File: config.mk
export PLATFORM = sky130hd
export DESIGN_NAME = utf8_to_json_unicode_escape_flat
export DESIGN_NICKNAME = d
export VERILOG_FILES = /design/src/design/utj_pkg.sv /design/src/design/utj_if.sv /design/src/design/utj_front.sv /design/src/design/utj_queue.sv /design/src/design/utj_back.sv /design/src/design/utf8_to_json_unicode_escape.sv /design/src/flat_wrapper.sv
export SDC_FILE = /design/constraint.sdc
export NUM_CORES = 1
export LEC_CHECK = 0
export BUFFER_PORTS_ARGS = -buffer_cell sky130_fd_sc_hd__buf_4
export CORE_MARGIN = 4
export CORE_UTILIZATION = 56
export DETAILED_ROUTE_END_ITERATION = 16
export GPL_TIMING_DRIVEN = 0
export PLACE_DENSITY = 0.81
export SYNTH_ARGS = -nofsm -noshare
export SYNTH_HDL_FRONTEND = slang
export SYNTH_SLANG_ARGS = --single-unit
File: constraint.sdc
create_clock -name i_clk -period 5.78 [get_ports i_clk]
set_input_delay 0.578 -clock i_clk [delete_from_list [all_inputs] [get_ports i_clk]]
set_output_delay 0.578 -clock i_clk [all_outputs]
set_load 0.1 [all_outputs]
File: src/design/utj_pkg.sv
`timescale 1ns / 1ps
// ----------------------------------------------------------------------------
// utj_pkg
// shared types, constants and helpers for the utf-8 to json escape block
// ----------------------------------------------------------------------------
package utj_pkg;

    localparam int NUM_SLOTS   = 5;                      // characters per byte, max
    localparam int SLOT_W      = $clog2(NUM_SLOTS);
    localparam int QUEUE_DEPTH = 2;
    localparam int QPTR_W      = (QUEUE_DEPTH > 1) ? $clog2(QUEUE_DEPTH) : 1;
    localparam int QCNT_W      = $clog2(QUEUE_DEPTH + 1);

    typedef logic [7:0]        t_byte;
    typedef logic [6:0]        t_char;
    typedef logic [SLOT_W-1:0] t_slot;

    localparam t_char CH_BSL  = 7'h5C;                   // backslash
    localparam t_char CH_U    = 7'h75;                   // 'u'
    localparam t_char CH_D    = 7'h44;                   // 'D'
    localparam t_char CH_0    = 7'h30;                   // '0'
    localparam t_char CH_A10  = 7'h37;                   // 'A' - 10
    localparam t_char CH_ERR  = 7'h00;

    // characters caused by one input byte
    typedef struct packed {
        logic [NUM_SLOTS-1:0][6:0] chars;
        t_slot                     last_idx;
        logic                      bad;
    } t_burst;

    // queue status seen by the front and back
    typedef struct packed {
        logic full;
        logic empty;
    } t_q_status;

    function automatic t_char hex_char(input logic [3:0] v);
        t_char r;
        if (v <= 4'd9) begin
            r = CH_0 + {3'b000, v};
        end else begin
            r = CH_A10 + {3'b000, v};
        end
        return r;
    endfunction

endpackage

File: src/design/utj_if.sv
`timescale 1ns / 1ps
// ----------------------------------------------------------------------------
// utj channel interfaces
// valid/ready channels for input bytes and output characters
// ----------------------------------------------------------------------------
interface utj_in_if;
    logic       valid;
    logic       ready;
    logic [7:0] in_byte;

    modport source (output valid, output in_byte, input ready);
    modport sink   (input valid, input in_byte, output ready);
endinterface

interface utj_out_if;
    logic       valid;
    logic       ready;
    logic [6:0] out_char;
    logic       is_last;
    logic       bad_sequence;

    modport source (output valid, output out_char, output is_last,
                    output bad_sequence, input ready);
    modport sink   (input valid, input out_char, input is_last,
                    input bad_sequence, output ready);
endinterface

File: src/design/utj_front.sv
`timescale 1ns / 1ps
// ----------------------------------------------------------------------------
// utj_front
// decodes one utf-8 byte per cycle, while the queue is not full, into a burst of escape characters
// ----------------------------------------------------------------------------
module utj_front import utj_pkg::*; (
    input  logic       i_clk,
    input  logic       i_rst_n,
    utj_in_if.sink     i_in,
    input  t_q_status  i_q_status,
    output logic       o_push,
    output t_burst     o_burst
);

    logic [1:0] r_rem, n_rem;
    t_byte      r_part, n_part;
    logic       r_surr, n_surr;

    assign i_in.ready = !i_q_status.full;
    assign o_push     = i_in.valid && !i_q_status.full;

    always_comb begin
        t_byte      c;
        t_byte      p;
        logic [1:0] rem1;
        logic       fail;

        c     = i_in.in_byte;
        p     = '0;
        rem1  = r_rem - 2'd1;
        fail  = 1'b0;

        n_rem  = r_rem;
        n_part = r_part;
        n_surr = r_surr;

        o_burst          = '0;
        o_burst.last_idx = '0;

        if (c[7:6] == 2'b10) begin
            // continuation byte
            if (r_rem == 2'd0) begin
                fail = 1'b1;
            end else begin
                n_rem = rem1;
                case (rem1)
                    2'd0: begin
                        if (r_surr) begin
                            fail = 1'b1;
                        end else begin
                            p                = r_part | {2'b00, c[5:0]};
                            n_part           = p;
                            o_burst.chars[0] = hex_char(p[7:4]);
                            o_burst.chars[1] = hex_char(p[3:0]);
                            o_burst.last_idx = t_slot'(1);
                        end
                    end
                    2'd1: begin
                        if (r_surr) begin
                            // finish high surrogate, open the low one
                            p                = r_part | {2'b00, c[5:0]};
                            n_surr           = 1'b0;
                            o_burst.chars[0] = hex_char(p[7:4]);
                            o_burst.chars[1] = CH_BSL;
                            o_burst.chars[2] = CH_U;
                            o_burst.chars[3] = CH_D;
                            o_burst.chars[4] = hex_char({2'b11, p[3:2]});
                            o_burst.last_idx = t_slot'(4);
                        end else begin
                            o_burst.chars[0] = hex_char(c[5:2]);
                            o_burst.last_idx = t_slot'(0);
                        end
                        n_part = {c[1:0], 6'b000000};
                    end
                    default: begin
                        if (r_surr) begin
                            fail = 1'b1;
                        end else begin
                            // plane bits minus one for the high surrogate
                            p                = (r_part | {4'b0000, c[5:2]}) - 8'h04;
                            o_burst.chars[0] = hex_char({2'b10, p[5:4]});
                            o_burst.chars[1] = hex_char(p[3:0]);
                            o_burst.last_idx = t_slot'(1);
                            n_part           = {c[1:0], 6'b000000};
                            n_surr           = 1'b1;
                        end
                    end
                endcase
            end
        end else begin
            if (r_rem != 2'd0 || r_surr) begin
                fail = 1'b1;
            end else if (c[7] == 1'b0) begin
                o_burst.chars[0] = c[6:0];
                o_burst.last_idx = t_slot'(0);
            end else if (c[7:3] == 5'b11110) begin
                n_rem            = 2'd3;
                n_part           = {1'b0, c[2:0], 4'b0000};
                o_burst.chars[0] = CH_BSL;
                o_burst.chars[1] = CH_U;
                o_burst.chars[2] = CH_D;
                o_burst.last_idx = t_slot'(2);
            end else if (c[7:4] == 4'b1110) begin
                n_rem            = 2'd2;
                o_burst.chars[0] = CH_BSL;
                o_burst.chars[1] = CH_U;
                o_burst.chars[2] = hex_char(c[3:0]);
                o_burst.last_idx = t_slot'(2);
            end else if (c[7:5] == 3'b110) begin
                n_rem            = 2'd1;
                n_part           = {c[1:0], 6'b000000};
                o_burst.chars[0] = CH_BSL;
                o_burst.chars[1] = CH_U;
                o_burst.chars[2] = CH_0;
                o_burst.chars[3] = hex_char({1'b0, c[4:2]});
                o_burst.last_idx = t_slot'(3);
            end else begin
                fail = 1'b1;
            end
        end

        if (fail) begin
            n_rem            = '0;
            n_part           = '0;
            n_surr           = 1'b0;
            o_burst          = '0;
            o_burst.chars[0] = CH_ERR;
            o_burst.last_idx = t_slot'(0);
            o_burst.bad      = 1'b1;
        end
    end

    always_ff @(posedge i_clk) begin
        if (!i_rst_n) begin
            r_rem  <= '0;
            r_part <= '0;
            r_surr <= 1'b0;
        end else if (o_push) begin
            r_rem  <= n_rem;
            r_part <= n_part;
            r_surr <= n_surr;
        end
    end

endmodule

File: src/design/utj_queue.sv
`timescale 1ns / 1ps
// ----------------------------------------------------------------------------
// utj_queue
// short register queue of character bursts between front and back
// ----------------------------------------------------------------------------
module utj_queue import utj_pkg::*; (
    input  logic      i_clk,
    input  logic      i_rst_n,
    input  logic      i_push,
    input  t_burst    i_burst,
    input  logic      i_pop,
    output t_burst    o_head,
    output t_q_status o_status
);

    t_burst              r_entries [QUEUE_DEPTH];
    logic [QPTR_W-1:0]   r_wr_ptr;
    logic [QPTR_W-1:0]   r_rd_ptr;
    logic [QCNT_W-1:0]   r_count;

    function automatic logic [QPTR_W-1:0] ptr_inc(input logic [QPTR_W-1:0] p);
        return (p == QPTR_W'(QUEUE_DEPTH - 1)) ? '0 : p + 1'b1;
    endfunction

    assign o_head         = r_entries[r_rd_ptr];
    assign o_status.full  = (r_count == QCNT_W'(QUEUE_DEPTH));
    assign o_status.empty = (r_count == '0);

    always_ff @(posedge i_clk) begin
        if (i_push) begin
            r_entries[r_wr_ptr] <= i_burst;
        end
    end

    always_ff @(posedge i_clk) begin
        if (!i_rst_n) begin
            r_wr_ptr <= '0;
            r_rd_ptr <= '0;
            r_count  <= '0;
        end else begin
            if (i_push) begin
                r_wr_ptr <= ptr_inc(r_wr_ptr);
            end
            if (i_pop) begin
                r_rd_ptr <= ptr_inc(r_rd_ptr);
            end
            if (i_push && !i_pop) begin
                r_count <= r_count + 1'b1;
            end else if (!i_push && i_pop) begin
                r_count <= r_count - 1'b1;
            end
        end
    end

endmodule

File: src/design/utj_back.sv
`timescale 1ns / 1ps
// ----------------------------------------------------------------------------
// utj_back
// serializes the head burst, one character per output transaction
// ----------------------------------------------------------------------------
module utj_back import utj_pkg::*; (
    input  logic       i_clk,
    input  logic       i_rst_n,
    input  t_burst     i_head,
    input  t_q_status  i_q_status,
    output logic       o_pop,
    utj_out_if.source  o_out
);

    logic   r_valid;
    t_char  r_char;
    logic   r_last;
    logic   r_bad;
    t_slot  r_idx;

    logic   load;
    logic   at_last;

    assign load    = !i_q_status.empty && (!r_valid || o_out.ready);
    assign at_last = (r_idx == i_head.last_idx);
    assign o_pop   = load && at_last;

    assign o_out.valid        = r_valid;
    assign o_out.out_char     = r_char;
    assign o_out.is_last      = r_last;
    assign o_out.bad_sequence = r_bad;

    always_ff @(posedge i_clk) begin
        if (!i_rst_n) begin
            r_valid <= 1'b0;
            r_idx   <= '0;
        end else if (load) begin
            r_valid <= 1'b1;
            r_idx   <= at_last ? '0 : r_idx + 1'b1;
        end else if (o_out.ready) begin
            r_valid <= 1'b0;
        end
    end

    always_ff @(posedge i_clk) begin
        if (load) begin
            r_char <= i_head.chars[r_idx];
            r_last <= at_last;
            r_bad  <= i_head.bad;
        end
    end

endmodule

File: src/design/utf8_to_json_unicode_escape.sv
`timescale 1ns / 1ps
// ----------------------------------------------------------------------------
// utf8_to_json_unicode_escape
// utf-8 byte stream to ascii with json \uXXXX escapes and surrogate pairs
// ----------------------------------------------------------------------------
//  channel   dir   payload                                handshake
//  i_in      in    in_byte[7:0]                           valid/ready
//  o_out     out   out_char[6:0], is_last, bad_sequence   valid/ready
//
//  a byte is decoded in the cycle it is taken; its 1 to 5 characters go
//  out one per cycle while the receiver is ready; ascii text runs at one
//  byte per cycle then, and the output register sets the pace
//  the two-entry burst queue lets input keep flowing while output stalls
//  synchronous active-low reset clears decoder state, queue and output valid
// ----------------------------------------------------------------------------
module utf8_to_json_unicode_escape import utj_pkg::*; (
    input  logic       i_clk,
    input  logic       i_rst_n,
    utj_in_if.sink     i_in,
    utj_out_if.source  o_out
);

    // front -> queue
    logic      push;
    t_burst    front_burst;

    // queue -> back
    logic      pop;
    t_burst    head_burst;
    t_q_status q_status;

    // decode: tracks continuation count, carried bits and surrogate flag
    utj_front u_front (
        .i_clk      (i_clk),
        .i_rst_n    (i_rst_n),
        .i_in       (i_in),
        .i_q_status (q_status),
        .o_push     (push),
        .o_burst    (front_burst)
    );

    // decouples decode from output stalls
    utj_queue u_queue (
        .i_clk    (i_clk),
        .i_rst_n  (i_rst_n),
        .i_push   (push),
        .i_burst  (front_burst),
        .i_pop    (pop),
        .o_head   (head_burst),
        .o_status (q_status)
    );

    // one character per transaction, is_last on the final one of a burst
    utj_back u_back (
        .i_clk      (i_clk),
        .i_rst_n    (i_rst_n),
        .i_head     (head_burst),
        .i_q_status (q_status),
        .o_pop      (pop),
        .o_out      (o_out)
    );

endmodule

File: src/flat_wrapper.sv
// flat-port wrapper written by rule: the top's interface ports become plain ports
module utf8_to_json_unicode_escape_flat import utj_pkg::*;
  (i_clk, i_rst_n, i_in_valid, i_in_in_byte, i_in_ready, o_out_valid, o_out_out_char, o_out_is_last, o_out_bad_sequence, o_out_ready);
  utj_in_if i_in_i ();
  utj_out_if o_out_i ();
  input  logic i_clk;
  input  logic i_rst_n;
  input wire logic [$bits(i_in_i.valid)-1:0] i_in_valid;
  input wire logic [$bits(i_in_i.in_byte)-1:0] i_in_in_byte;
  output wire logic [$bits(i_in_i.ready)-1:0] i_in_ready;
  output wire logic [$bits(o_out_i.valid)-1:0] o_out_valid;
  output wire logic [$bits(o_out_i.out_char)-1:0] o_out_out_char;
  output wire logic [$bits(o_out_i.is_last)-1:0] o_out_is_last;
  output wire logic [$bits(o_out_i.bad_sequence)-1:0] o_out_bad_sequence;
  input wire logic [$bits(o_out_i.ready)-1:0] o_out_ready;
  assign i_in_i.valid = i_in_valid;
  assign i_in_i.in_byte = i_in_in_byte;
  assign i_in_ready = i_in_i.ready;
  assign o_out_valid = o_out_i.valid;
  assign o_out_out_char = o_out_i.out_char;
  assign o_out_is_last = o_out_i.is_last;
  assign o_out_bad_sequence = o_out_i.bad_sequence;
  assign o_out_i.ready = o_out_ready;
  utf8_to_json_unicode_escape u_core (.i_clk(i_clk), .i_rst_n(i_rst_n), .i_in(i_in_i), .o_out(o_out_i));
endmodule
* Word level (Yosys, flattened, before mapping) *
Memories as Yosys holds them, arrays and structs flattened. A register that Yosys moved wholly into a read port is not among the register bits.
Index checks and enable logic that the tools add are counted.

storage, ports and cells
  output and inout port bits = 11
  register bits after elaboration = 28
  logic and storage cells = 153
  input bits = 12
  memories = 1
  RAM bits = 78

cells by class
  add/subtract/negate cells = 22
  order comparisons = 8
  bitwise gates (word level) = 2
  reductions and logical operators = 25
  equal/unequal tests = 14
  muxes and demuxes = 70

memories
  memory                    depth  width  rd ports  clocked after Yosys merged registers in  write ports  line             source
  u_core.u_queue.r_entries  2      39     1         1                                        1            utj_queue.sv:16  t_burst r_entries [QUEUE_DEPTH];

operators by type and width
  operator                                       count
  two-way mux 31 bit                             3
  adder 6 x 4 -> 7 bit, first input constant     13
  two-way mux 8 bit                              10
  two-way mux 7 bit                              11
  two-way mux 24 bit                             2
  two-way mux 21 bit                             2
  two-way mux 39 bit                             1
  two-way mux 38 bit                             1
  two-way mux 17 bit                             2
  case mux 17 bit (2 select lines)               1
  two-way mux 28 bit                             1
  <= comparator 4 bit, second input constant     6
  binary-select mux 7 bit (select 3 bit)         1
  two-way mux 1 bit                              20
  two-way mux 10 bit                             2
  two-way mux 2 bit                              10
  case mux 8 bit (2 select lines)                1
  adder 6 x 3 -> 7 bit, first input constant     2
  OR 8 x 6 -> 8 bit                              1
  AND reduction 8 bit                            1
  nonzero test 2 bit                             4
  zero test 2 bit                                3
  != test 3 x 2 -> 1 bit, second input constant  2
  OR 6 x 4 -> 6 bit                              1
  other kinds (28)                               40

* Longest topological paths before layout *
Gate-level depths: netlist (run 1).

  depth after elaboration = 9
  gate-level depth with buffers = 10
  depth with buffers taken out = 8

* Cells and area by module *
Synthesis (run 1) repeated with hierarchy kept, for this count alone.

second synthesis, totals
  cell total of the unflattened synthesis = 520
  area total of the unflattened synthesis = 5891.9 um^2

modules (own cells, without submodules)
  module     sequential area each (um^2)  cells an instance  area each (um^2)  times used
  utj_queue  2442.3                       143                3029.2            1
  utj_front  220.2                        310                2045.7            1
  utj_back   350.3                        67                 817.0             1

* Least setup slack after synthesis (run 1) *
Ideal clock, no wire load.

  kind = flip-flop to flip-flop
  from = register u_core.u_queue.r_count[0]
  to = memory u_core.u_queue.r_entries[0][0] (netlist bit), enable pin
  data arrival time = 2.964 ns
  stages on the path, launching flop included = 4
  data required time = 5.357 ns
  setup slack = 2.392 ns
  library setup time = 0.423 ns
  buffers on the path = 0
  clock period less this slack = 3.388 ns
  cells stage by stage = dfxtp_1 > nand2b_1 > nand2_1 > nor2_1

between the ends
  longest elaborated chain between the ends = 5

RTL lines
  what                                     line                source
  start: declaration                       utj_queue.sv:19     logic [QCNT_W-1:0] r_count;
  start signal: assignment                 utj_queue.sv:48     r_count <= r_count + 1'b1;
  start signal: assignment                 utj_queue.sv:50     r_count <= r_count - 1'b1;
  == test 2 bit                            utj_queue.sv:26     assign o_status.full = (r_count == QCNT_W'(QUEUE_DEPTH));
  zero test 1 bit                          n/a
  named net i_in_ready                     flat_wrapper.sv:10  output wire logic [$bits(i_in_i.ready)-1:0] i_in_ready;
  logical AND 1 bit                        utj_front.sv:20     assign o_push = i_in.valid && !i_q_status.full;
  two-way mux 1 bit                        utj_queue.sv:30     if (i_push) begin
  two-way mux 1 bit (not written as such)  utj_queue.sv:31     r_entries[r_wr_ptr] <= i_burst;
  end: declaration                         utj_queue.sv:16

The timed path passes the listed nets, and every way through them passes these cells.

* Worst setup path in the final report (run 1) *
  from = register u_core.u_queue.r_count[0]
  to = register u_core.u_queue.r_count[1]

between the ends
  longest elaborated chain between the ends = 7
  elaborated cells on any way between the ends = 16
  those cells by class = 2 x add/sub; 1 x eq/ne; 2 x mux; 11 x reduce/logical

RTL lines
  what                                                     line             source
  zero test 2 bit *                                        utj_queue.sv:27  assign o_status.empty = (r_count == '0);
  zero test 1 bit *                                        utj_back.sv:24   assign load = !i_q_status.empty && (!r_valid || o_out.ready);
  logical AND 1 bit *                                      utj_back.sv:24
  named net u_core.u_back.load                             utj_back.sv:21   logic load;
  logical AND 1 bit *                                      utj_back.sv:26   assign o_pop = load && at_last;
  zero test 1 bit                                          utj_queue.sv:47  if (i_push && !i_pop) begin
  logical AND 1 bit                                        utj_queue.sv:47
  two-way mux 2 bit or nonzero test 2 bit (tied branches)  n/a

The timed path passes the listed nets; every way through them passes the cells marked *. The select of a mux whose other input is x is not followed.
A chain may end at the register's enable or synchronous reset.

==> out/results.tsv, run 1 <==
stage	metric	value	unit
logic_synthesis	avgSynthCellArea	11.1	um^2
clocking	cts_root_buf	clkbuf_8	
worst_setup_path	cpMaxStageDelayCell	nor2_1	
clocking	holdBufCountCts	0	
worst_setup_path	cp.arrival	2.98	ns
routing	detail-route-antenna-nets	0	
global_routing	grt_overflow	0	
sta	hold_viol	0	
worst_setup_path	slowest_delay	0.79	ns
logic_synthesis	ys_ff_latch	95	
floorplanning	die_area	0.0112	mm^2
logic_synthesis	syn_area	0.00535	mm^2
global_routing	first_global_vias	3799	
logic_synthesis	synth_top_area_frac	0.421	
worst_setup_path	crit_buf_inv	0	
worst_setup_path	crit_path_end_kind	register	
logic_synthesis	yosysMostFrequentCell	edfxtp_1	
sta	rsz0062_at_grt	false	
clocking	cts-htree-levels	3	
sta	setup_ws	3.10	ns
routing	num_vias	4045	
placed_design	dp_slack	2.81	ns
clocking	cts_buffer_depth	2	
routing	drt_iter0_drc	308	
floorplanning	rows	35	
cells_and_area	utilization	0.635	
sta	tightest_slew	1.04	ns
logic_synthesis	synth_edf_count	75	
sta	finalSetupTns	0	ns
logic_synthesis	synth-seq-area-share	0.496	
clocking	path_clk_slew	0.10	ns
global_routing	antenna_found_initial	0	
floorplanning	die_x	106	um
global_routing	grt_pass1_wl	20.0	mm
sta	setup_viol_count_final	0	
global_routing	track_usage	0.225	
worst_setup_path	cp_data_required_time	6.08	ns
logic_synthesis	synth_commonest_cells	edfxtp_1 (75), nor2_1 (42), nand2_1 (31)	
worst_setup_path	critPathMaxFanout	14	
sta	layout_min_cycle_time	2.68	ns
sta	max_clock_freq	373	MHz
routing	first_pass_iters	6	
logic_synthesis	ys_async_sr_fraction	0	
cells_and_area	syn_to_final_growth	10.2	%
global_routing	grt_max_degree	34	
cells_and_area	layout-drive-gt1-share	0.162	
worst_setup_path	crit_family	simple AND/OR/NAND/NOR gates	
power_and_ir_drop	p_per_area	391	mW/mm^2
worst_setup_path	worstPathCellList	nor2_1, nor2_1, nand4_1, ha_1, xor2_1, or3_1, a21oi_1	
routing	drc	0	
worst_setup_path	worst-r2r-setup-slack	3.10	ns
logic_synthesis	yosys.cell_types.count	71	
logic_synthesis	yosysTopAreaCell	edfxtp_1	
worst_hold_path	min_path_type	register to register	
floorplanning	pin_count	23	
placed_design	gp_congestion	0.925	
routing	wl	12.2	mm
floorplanning	fp.coreArea	0.00928	mm^2
logic_synthesis	ys_warn_count	0	
logic_synthesis	synthFlopType	edfxtp_1	
clocking	cts_tree	built	
logic_synthesis	syn_inst	481	
worst_setup_path	criticalPathCategory	register to register	
floorplanning	start_util	0.576	
clocking	cts_resized	0	
worst_setup_path	start_kind	register	
logic_synthesis	synth_nets	511	
flow_run	timing.max_cap.violations	0	
sta	slew_headroom	0.305	
logic_synthesis	synth_area_leaders	edfxtp_1 (42%), dfxtp_1 (7.5%), mux2i_1 (4.5%)	
placed_design	port_buffers	22	
clocking	cts_made_buffers	9	
placed_design	hpwlAfterDp	9.06	mm
clocking	cts_sinks	95	
routing	wl_per_cell	18.9	um
worst_setup_path	cpMostUsedCell	nor2_1	
power_and_ir_drop	power.leakage	2.13	nW
sta	finalCritPeriodShare	0.464	
routing	viasPerCell	6.24	
sta	skew	0.0173	ns
outcome	status	completed	
floorplanning	dieHeight	106	um
clocking	cts_setup_buffers	0	
cells_and_area	antenna_cells	0	
clocking	clock_latency	0.36	ns
power_and_ir_drop	peakVddDrop	0.000255	V
sta	drv_slew	0	
cells_and_area	final_nets	544	
layer usage:
metal  vias to the layer above  routed length, um  track usage
met5                         -                  0            0
met4                         0                253       0.0666
met3                        27                975       0.0306
met2                       229               5830        0.366
met1                      1910               5180        0.317
li1                       1879                  -            -
final timing paths:
check / from / end / cells past startpoint
min: u_core.u_queue.r_rd_ptr$_SDFFE_PN0P_ / u_core.u_queue.r_rd_ptr$_SDFFE_PN0P_ / 2
max: u_core.u_queue.r_count[0]$_SDFFE_PN0P_ / u_core.u_queue.r_count[1]$_SDFFE_PN0P_ / 7
max reg2reg: u_core.u_queue.r_count[0]$_SDFFE_PN0P_ / u_core.u_queue.r_count[1]$_SDFFE_PN0P_ / 7
min reg2reg: u_core.u_queue.r_rd_ptr$_SDFFE_PN0P_ / u_core.u_queue.r_rd_ptr$_SDFFE_PN0P_ / 2
report_power, final:
part	leakage, nW	total (mW)	switching, mW	internal (mW)
Clock	0.104	0.460	0.251	0.209
Combinational	1.15	0.890	0.622	0.268
Sequential	0.884	0.954	0.0472	0.907
cell usage in the layout, fill, tap and decap left out, drive strengths merged, types with 3 or more instances in the layout:
cell type / n
xnor2: 9
nand4: 5
o2111a: 4
dfxtp: 20
inv: 26
and3: 6
nor2: 43
a32oi: 3
o31ai: 8
o311ai: 3
nand3: 16
or2: 5
o22ai: 7
ha: 18
a211oi: 3
mux2: 4
a21oi: 30
nor2b: 12
clkbuf: 25
o2111ai: 3
nand2: 32
mux4: 10
nor3: 9
edfxtp: 75
o21ai: 29
mux2i: 24
a31oi: 5
xor2: 7
nand2b: 6
buf: 32
nand3b: 3
kinds of logic after synthesis:
logic type	share of synthesized area
and+or+nand+nor	0.147
AOI/OAI and AO/OA	0.154
DFF	0.496
buffers and inverters	0.0391
muxes	0.0954
adders and majority gates	0.0421
xor gates and xnor gates	0.0262
stage by stage:
step | area [um^2] | cells | hold slack [ns] | total power [mW]
floorplan | 5350 | 481 | 0.468 | 1.66
global placement | 5680 | 632 | 0.484 | 1.83
detailed placement | 5690 | 632 | 0.488 | 1.86
CTS | 5900 | 648 | 0.517 | 2.31
global route | 5900 | 648 | 0.542 | 2.41
finish | 5900 | 648 | 0.521 | 2.30
worst reg2reg max path, cell delays in order (launching register included):
cell and delay (ns):
dfxtp_1 0.42, nor2_1 0.09, nor2_1 0.79, nand4_1 0.38, ha_1 0.34, xor2_1 0.15, or3_1 0.31, a21oi_1 0.14
layout make-up:
type / count / area (um^2)
timing repair buffer: 22 / 165
clock buffer: 9 / 124
multi-input combinational: 337 / 2500
inverter: 23 / 86.3
fill: 746 / 3390
clock inverter: 7 / 86.3
buffer: 26 / 123
tap: 129 / 161
sequential: 95 / 2650
flip-flops by register name, indices dropped and copies added, names as in the netlist, named ones only:
register,flops
u_core.u_back.r_idx,3
u_core.u_front.r_surr,1
u_core.u_front.r_part,8
u_core.u_back.o_out.bad_sequence,1
u_core.u_queue.r_entries,66
u_core.u_back.o_out.out_char,7
u_core.u_front.r_rem,2
u_core.u_back.o_out.valid,1
u_core.u_back.o_out.is_last,1
u_core.u_queue.r_wr_ptr,1
u_core.u_queue.r_rd_ptr,1
u_core.u_queue.r_count,2
(Power assumes the default switching activity.)
==> run 2, diff against run 1 <==
==> constraint.sdc (replaced) <==
create_clock -name i_clk -period 2.75 [get_ports i_clk]
set_input_delay 0.275 -clock i_clk [delete_from_list [all_inputs] [get_ports i_clk]]
set_output_delay 0.275 -clock i_clk [all_outputs]
set_load 0.1 [all_outputs]
==> run 2 against run 1 <==
  * First-iteration DRC count fell by 1.3%
  * Sequential share of layout area up 0.17 points
  * Largest cell class unchanged
  * Global-route usage rose by 0.63 points
  * Die area unchanged
  * Critical path type unchanged
  * Clock power rose by 91%
  * Non-clock buffer count unchanged
  * Utilization decreased by 0.24 points
  * Maximum frequency up 4.5%
  * Flip-flop and latch count unchanged
  * Worst setup slack got worse by 2.9 ns
  * Sequential power rose by 110%
==> out/results.tsv, run 2 (synthesis results as in run 1) <==
stage	metric	value	unit	change
floorplanning	rows	35		unchanged
sta	tightest_slew	0.951	ns	-0.0886 ns
cells_and_area	syn_to_final_growth	9.78	%	
power_and_ir_drop	peakVddDrop	0.000519	V	+100%
floorplanning	start_util	0.576		unchanged
clocking	path_clk_slew	0.10	ns	about the same
floorplanning	die_x	106	um	unchanged
floorplanning	fp.coreArea	0.00928	mm^2	unchanged
placed_design	port_buffers	22		unchanged
floorplanning	pin_count	23		unchanged
worst_setup_path	start_kind	register		
cells_and_area	antenna_cells	0		unchanged
clocking	cts_made_buffers	9		unchanged
cells_and_area	final_nets	544		unchanged
sta	drv_slew	0		unchanged
floorplanning	dieHeight	106	um	unchanged
sta	max_clock_freq	390	MHz	+4.5%
global_routing	grt_overflow	0		unchanged
cells_and_area	utilization	0.633		-0.00243
clocking	cts_buffer_depth	2		unchanged
worst_hold_path	min_path_type	input pin to register		
sta	whs	0.269	ns	-0.252 ns
cells_and_area	layout-drive-gt1-share	0.162		unchanged
outcome	status	completed		
power_and_ir_drop	fin_total_pwr	4.75	mW	+110%
flow_run	timing.max_cap.violations	0		unchanged
worst_setup_path	criticalPathCategory	register to register		
global_routing	first_global_vias	3880		+2.1%
sta	skew	0.0164	ns	-0.000925 ns
routing	detail-route-antenna-nets	0		unchanged
sta	slew_headroom	0.365		+0.0601
worst_setup_path	cp_data_required_time	2.82	ns	-3.26 ns
global_routing	grt_max_degree	34		unchanged
cells_and_area	largest_reg_flops	66		unchanged
sta	finalSetupTns	0	ns	unchanged
routing	drc	0		unchanged
sta	setup_viol_count_final	0		unchanged
routing	drt_iter0_drc	304		-1.3%
global_routing	grt_pass1_wl	20.3	mm	+1.7%
routing	first_pass_iters	5		-1
cells_and_area	regMostFlops	u_core.u_queue.r_entries		
sta	hold_viol	0		unchanged
sta	layout_min_cycle_time	2.57	ns	-0.114 ns
cells_and_area	layout_commonest_cell	edfxtp_1		
power_and_ir_drop	p_per_area	809	mW/mm^2	+110%
routing	viasPerCell	6.17		-1.2%
clocking	clock_latency	0.37	ns	about the same
routing	wl_per_cell	19.0	um	+0.69%
cells_and_area	fill_cells	761		+2.0%
sta	rsz0062_at_grt	false		
worst_setup_path	critPathMaxFanout	9		-5
global_routing	antenna_found_initial	0		unchanged
placed_design	gp_congestion	0.919		-0.71%
clocking	cts_root_buf	clkbuf_8		
clocking	cts-htree-levels	3		unchanged
sta	finalCritPeriodShare	0.933		+0.469
global_routing	track_usage	0.232		+0.00629
floorplanning	die_area	0.0112	mm^2	unchanged
placed_design	hpwlAfterDp	9.13	mm	+0.81%
clocking	cts_sinks	95		unchanged
routing	wl	12.3	mm	+0.69%
routing	num_vias	3996		-1.2%
power_and_ir_drop	power.leakage	2.13	nW	-0.37%
worst_setup_path	crit_path_end_kind	register		
cells_and_area	layout_common_cells	edfxtp_1 (75), nor2_1 (40), nand2_1 (31), a21oi_1 (29), o21ai_0 (27)		
worst_setup_path	cp.arrival	2.63	ns	-0.35 ns
clocking	cts_tree	built		
run 2: changes by cell type in the layout (fill, tap and decap cells not counted):
cell        change
bufinv_16       -1
clkinv_1        +1
clkinv_4        -1
clkinvlp_4      -1
inv_6           +2
nor2_1          -1
nor2_2          +1
run 2: stage by stage:
stage,instance area (um^2),std cells,setup slack [ns]
3_5_place_dp,5690,632,0.0159
4_1_cts,5870,648,0.245
6_report,5870,648,0.185
3_3_place_gp,5680,632,0.127
2_1_floorplan,5360,481,0.0589
5_1_grt,5870,648,0.0188
run 2: routing by layer:
metal  up-vias  global-route usage  part of all wire
met5         -                   0                 0
li1       1876                   -                 -
met3        26              0.0349             0.061
met4         0              0.0833             0.026
met1      1940               0.323              0.43
met2       154               0.370              0.48
run 2: cell type report:
type	count	area, um^2	area share
Buffer	26	123	0.0209
Clock buffer	9	124	0.0211
Clock inverter	7	61.3	0.0104
Inverter	23	86.3	0.0147
Multi-Input combinational cell	337	2500	0.426
Sequential cell	95	2650	0.452
Tap cell	129	161	0.0275
Timing Repair Buffer	22	165	0.0281
run 2: where the power goes:
group	switching [mW]	internal [mW]	total, mW
registers	0.0998	1.91	2.00
clock network	0.527	0.350	0.877
logic	1.30	0.565	1.87
run 2: what timing repair did:
action / CTS / global route
gates resized for setup: 1 / 0
endpoints found under the hold margin: 0 / 0
setup buffers: 0 / 0
hold buffers: 0 / 0
setup endpoints to repair: 1 / 0
run 2: worst max-delay path, cell delays in order (launching register included):
cell and delay [ns]:
dfxtp_1 0.37, nor2_1 0.45, inv_1 0.25, ha_1 0.26
clkbuf_1 0.18, o311ai_0 0.41, a2bb2oi_1 0.20, o21ai_0 0.16
run 2: worst paths after layout:
path / start / end / slack, ns / cells past startpoint
setup reg to reg: u_core.u_front.r_part[3]$_SDFFE_PN0P_ / u_core.u_queue.r_entries[0][11]$_DFFE_PP_ / 0.18 / 7
setup / recovery: u_core.u_front.r_part[3]$_SDFFE_PN0P_ / u_core.u_queue.r_entries[0][11]$_DFFE_PP_ / 0.18 / 7
hold reg to reg: u_core.u_queue.r_rd_ptr$_SDFFE_PN0P_ / register / 0.52 / 2
hold / removal: i_rst_n / u_core.u_front.r_part[7]$_SDFFE_PN0P_ / 0.27 / 3
==> run 3, diff against run 2 <==
--- a/config.mk
+++ b/config.mk
@@ -9,7 +9,7 @@
 export CORE_MARGIN = 4
 export CORE_UTILIZATION = 56
 export DETAILED_ROUTE_END_ITERATION = 16
-export GPL_TIMING_DRIVEN = 0
+export GPL_TIMING_DRIVEN = 1
 export PLACE_DENSITY = 0.81
 export SYNTH_ARGS = -nofsm -noshare
 export SYNTH_HDL_FRONTEND = slang
==> constraint.sdc (replaced) <==
create_clock -name i_clk -period 3 [get_ports i_clk]
set_input_delay 0.3 -clock i_clk [delete_from_list [all_inputs] [get_ports i_clk]]
set_output_delay 0.3 -clock i_clk [all_outputs]
set_load 0.1 [all_outputs]
==> run 3 against run 2 <==
  * Sequential power is 7% lower
  * Power is 6.4% lower
  * Global-route usage is 0.45 points higher
  * Flip-flop and latch count stayed put
  * First-iteration DRC count is 2.3% higher
==> out/results.tsv, run 3 (synthesis results as in run 1) <==
stage	metric	value	unit	change
outcome	status	completed		
worst_setup_path	crit_buf_inv	1		-1
power_and_ir_drop	power.leakage	2.10	nW	-1.2%
worst_setup_path	cp.arrival	2.67	ns	+0.04 ns
sta	layout_min_cycle_time	2.55	ns	-0.0157 ns
worst_setup_path	cp_data_required_time	3.12	ns	+0.30 ns
routing	first_pass_iters	6		+1
flow_run	timing.max_cap.violations	0		unchanged
worst_setup_path	criticalPathCategory	register to register		
clocking	cts_setup_buffers	0		unchanged
floorplanning	pin_count	23		unchanged
cells_and_area	largest_reg_flops	66		unchanged
worst_setup_path	slowest_delay	0.48	ns	+0.03 ns
sta	drv_slew	0		unchanged
cells_and_area	final_nets	525		-3.5%
floorplanning	die_x	106	um	unchanged
floorplanning	rows	35		unchanged
routing	wl_per_cell	20.3	um	+7.0%
clocking	cts_made_buffers	9		unchanged
clocking	cts-htree-levels	3		unchanged
worst_setup_path	crit_family	simple AND/OR/NAND/NOR gates		
global_routing	grt_max_degree	34		unchanged
worst_hold_path	hold_end	u_core.u_front.r_part[2]$_SDFFE_PN0P_		
clocking	cts_buffer_depth	2		unchanged
global_routing	grt_pass1_wl	20.6	mm	+1.4%
floorplanning	dieHeight	106	um	unchanged
worst_hold_path	hold_start	i_rst_n		
sta	setup_viol_count_final	0		unchanged
global_routing	grt_overflow	0		unchanged
worst_setup_path	reg2reg_to	u_core.u_queue.r_entries[0][14]$_DFFE_PP_		
cells_and_area	layout_common_cells	edfxtp_1 (75), nor2_1 (41), nand2_1 (31), a21oi_1 (29), buf_4 (29)		
routing	detail-route-antenna-nets	0		unchanged
clocking	cts_root_buf	clkbuf_8		
sta	hold_viol	0		unchanged
global_routing	first_global_vias	3802		-2.0%
worst_hold_path	min_path_type	input pin to register		
global_routing	track_usage	0.236		+0.00453
cells_and_area	layout-drive-gt1-share	0.162		about the same
clocking	holdBufCountCts	0		unchanged
sta	finalCritPeriodShare	0.850		-0.0830
worst_hold_path	whs_path_depth	2		-1
clocking	path_clk_slew	0.10	ns	about the same
clocking	clock_latency	0.37	ns	about the same
sta	tightest_slew	0.736	ns	-0.214 ns
cells_and_area	antenna_cells	0		unchanged
routing	drc	0		unchanged
routing	viasPerCell	6.29		+2.0%
worst_setup_path	worst-r2r-setup-slack	0.45	ns	+0.27 ns
sta	rsz0062_at_grt	false		
worst_setup_path	cpMaxStageDelayCell	o311ai_0		
sta	skew	0.0125	ns	-0.00391 ns
clocking	cts_resized	0		-1
clocking	cts_tree	built		
cells_and_area	utilization	0.626		-0.00660
placed_design	port_buffers	22		unchanged
floorplanning	start_util	0.576		unchanged
floorplanning	die_area	0.0112	mm^2	unchanged
sta	max_clock_freq	392	MHz	+0.62%
worst_setup_path	worstPathCellList	nor2_1, inv_1, ha_1, o311ai_0, a21oi_1, nor3_1		
placed_design	gp_congestion	0.932		+1.5%
power_and_ir_drop	p_per_area	765	mW/mm^2	-5.4%
cells_and_area	regMostFlops	u_core.u_queue.r_entries		
sta	slew_headroom	0.508		+0.143
worst_setup_path	reg2regPathDepth	6		-1
global_routing	antenna_found_initial	0		unchanged
worst_setup_path	crit_path_end_kind	register		
routing	wl	12.8	mm	+3.8%
cells_and_area	syn_to_final_growth	8.63	%	
placed_design	hpwlAfterDp	9.06	mm	-0.75%
routing	drt_iter0_drc	311		+2.3%
worst_setup_path	critPathMaxFanout	9		unchanged
routing	num_vias	3955		-1.0%
worst_setup_path	reg2reg_from	u_core.u_front.r_part[3]$_SDFFE_PN0P_		
clocking	cts_sinks	95		unchanged
floorplanning	fp.coreArea	0.00928	mm^2	unchanged
cells_and_area	layout_commonest_cell	edfxtp_1		
sta	finalSetupTns	0	ns	unchanged
power_and_ir_drop	peakVddDrop	0.000396	V	-24%
worst_setup_path	start_kind	register		
## run 3: final cells by class
cell class / instances / area (um^2)
fill: 741 / 3470
multi-input combinational: 337 / 2490
sequential: 95 / 2650
inverter: 23 / 86.3
clock inverter: 7 / 78.8
clock buffer: 9 / 124
timing repair buffer: 29 / 218
tap: 129 / 161
## run 3: how the worst max path moves through the flow
stage                                                 from                                        end  slack [ns]  cells past startpoint
CTS                  u_core.u_front.r_part[3]$_SDFFE_PN0P_  u_core.u_queue.r_entries[0][14]$_DFFE_PP_        0.57                      6
detailed placement                         i_in_in_byte[3]  u_core.u_queue.r_entries[1][14]$_DFFE_PP_        0.48                      7
finish               u_core.u_front.r_part[3]$_SDFFE_PN0P_  u_core.u_queue.r_entries[0][14]$_DFFE_PP_        0.45                      6
global route         u_core.u_front.r_part[3]$_SDFFE_PN0P_  u_core.u_queue.r_entries[0][14]$_DFFE_PP_        0.24                      6
global placement                           i_in_in_byte[3]  u_core.u_queue.r_entries[1][14]$_DFFE_PP_        0.49                      7
floorplan           u_core.u_queue.r_count[0]$_SDFFE_PN0P_   u_core.u_queue.r_entries[0][0]$_DFFE_PP_        0.14                      3
## run 3: worst register-to-register path, delay by kind of cell, from the launching register on
family	cells	cell delay, ns
flops	1	0.37
simple gates	2	0.77
buf+inv	1	0.22
compound gates	2	0.61
fa+ha+maj	1	0.34
## run 3: power breakdown
group	total [mW]	internal, mW	switching [mW]
Clock	0.873	0.396	0.478
Combinational	1.71	0.525	1.19
Sequential	1.86	1.74	0.112
Total	4.44	2.67	1.78
## run 3: through the flow
stage	cells	power, mW	hold slack (ns)	worst slack [ns]	area, um^2
floorplan	481	3.19	0.468	0.143	5350
global placement	613	3.54	0.485	0.487	5610
detailed placement	613	3.59	0.492	0.476	5610
CTS	629	4.46	0.236	0.567	5810
global route	629	4.66	0.240	0.236	5810
finish	629	4.44	0.247	0.450	5810
## run 3: metal layers
layer / track usage / vias to the layer above / wire (um)
met4: 0.0740 / 0 / 325
met5: 0 / - / 0
li1: - / 1830 / -
met3: 0.0404 / 28 / 765
met1: 0.323 / 1932 / 5490
met2: 0.386 / 165 / 6210
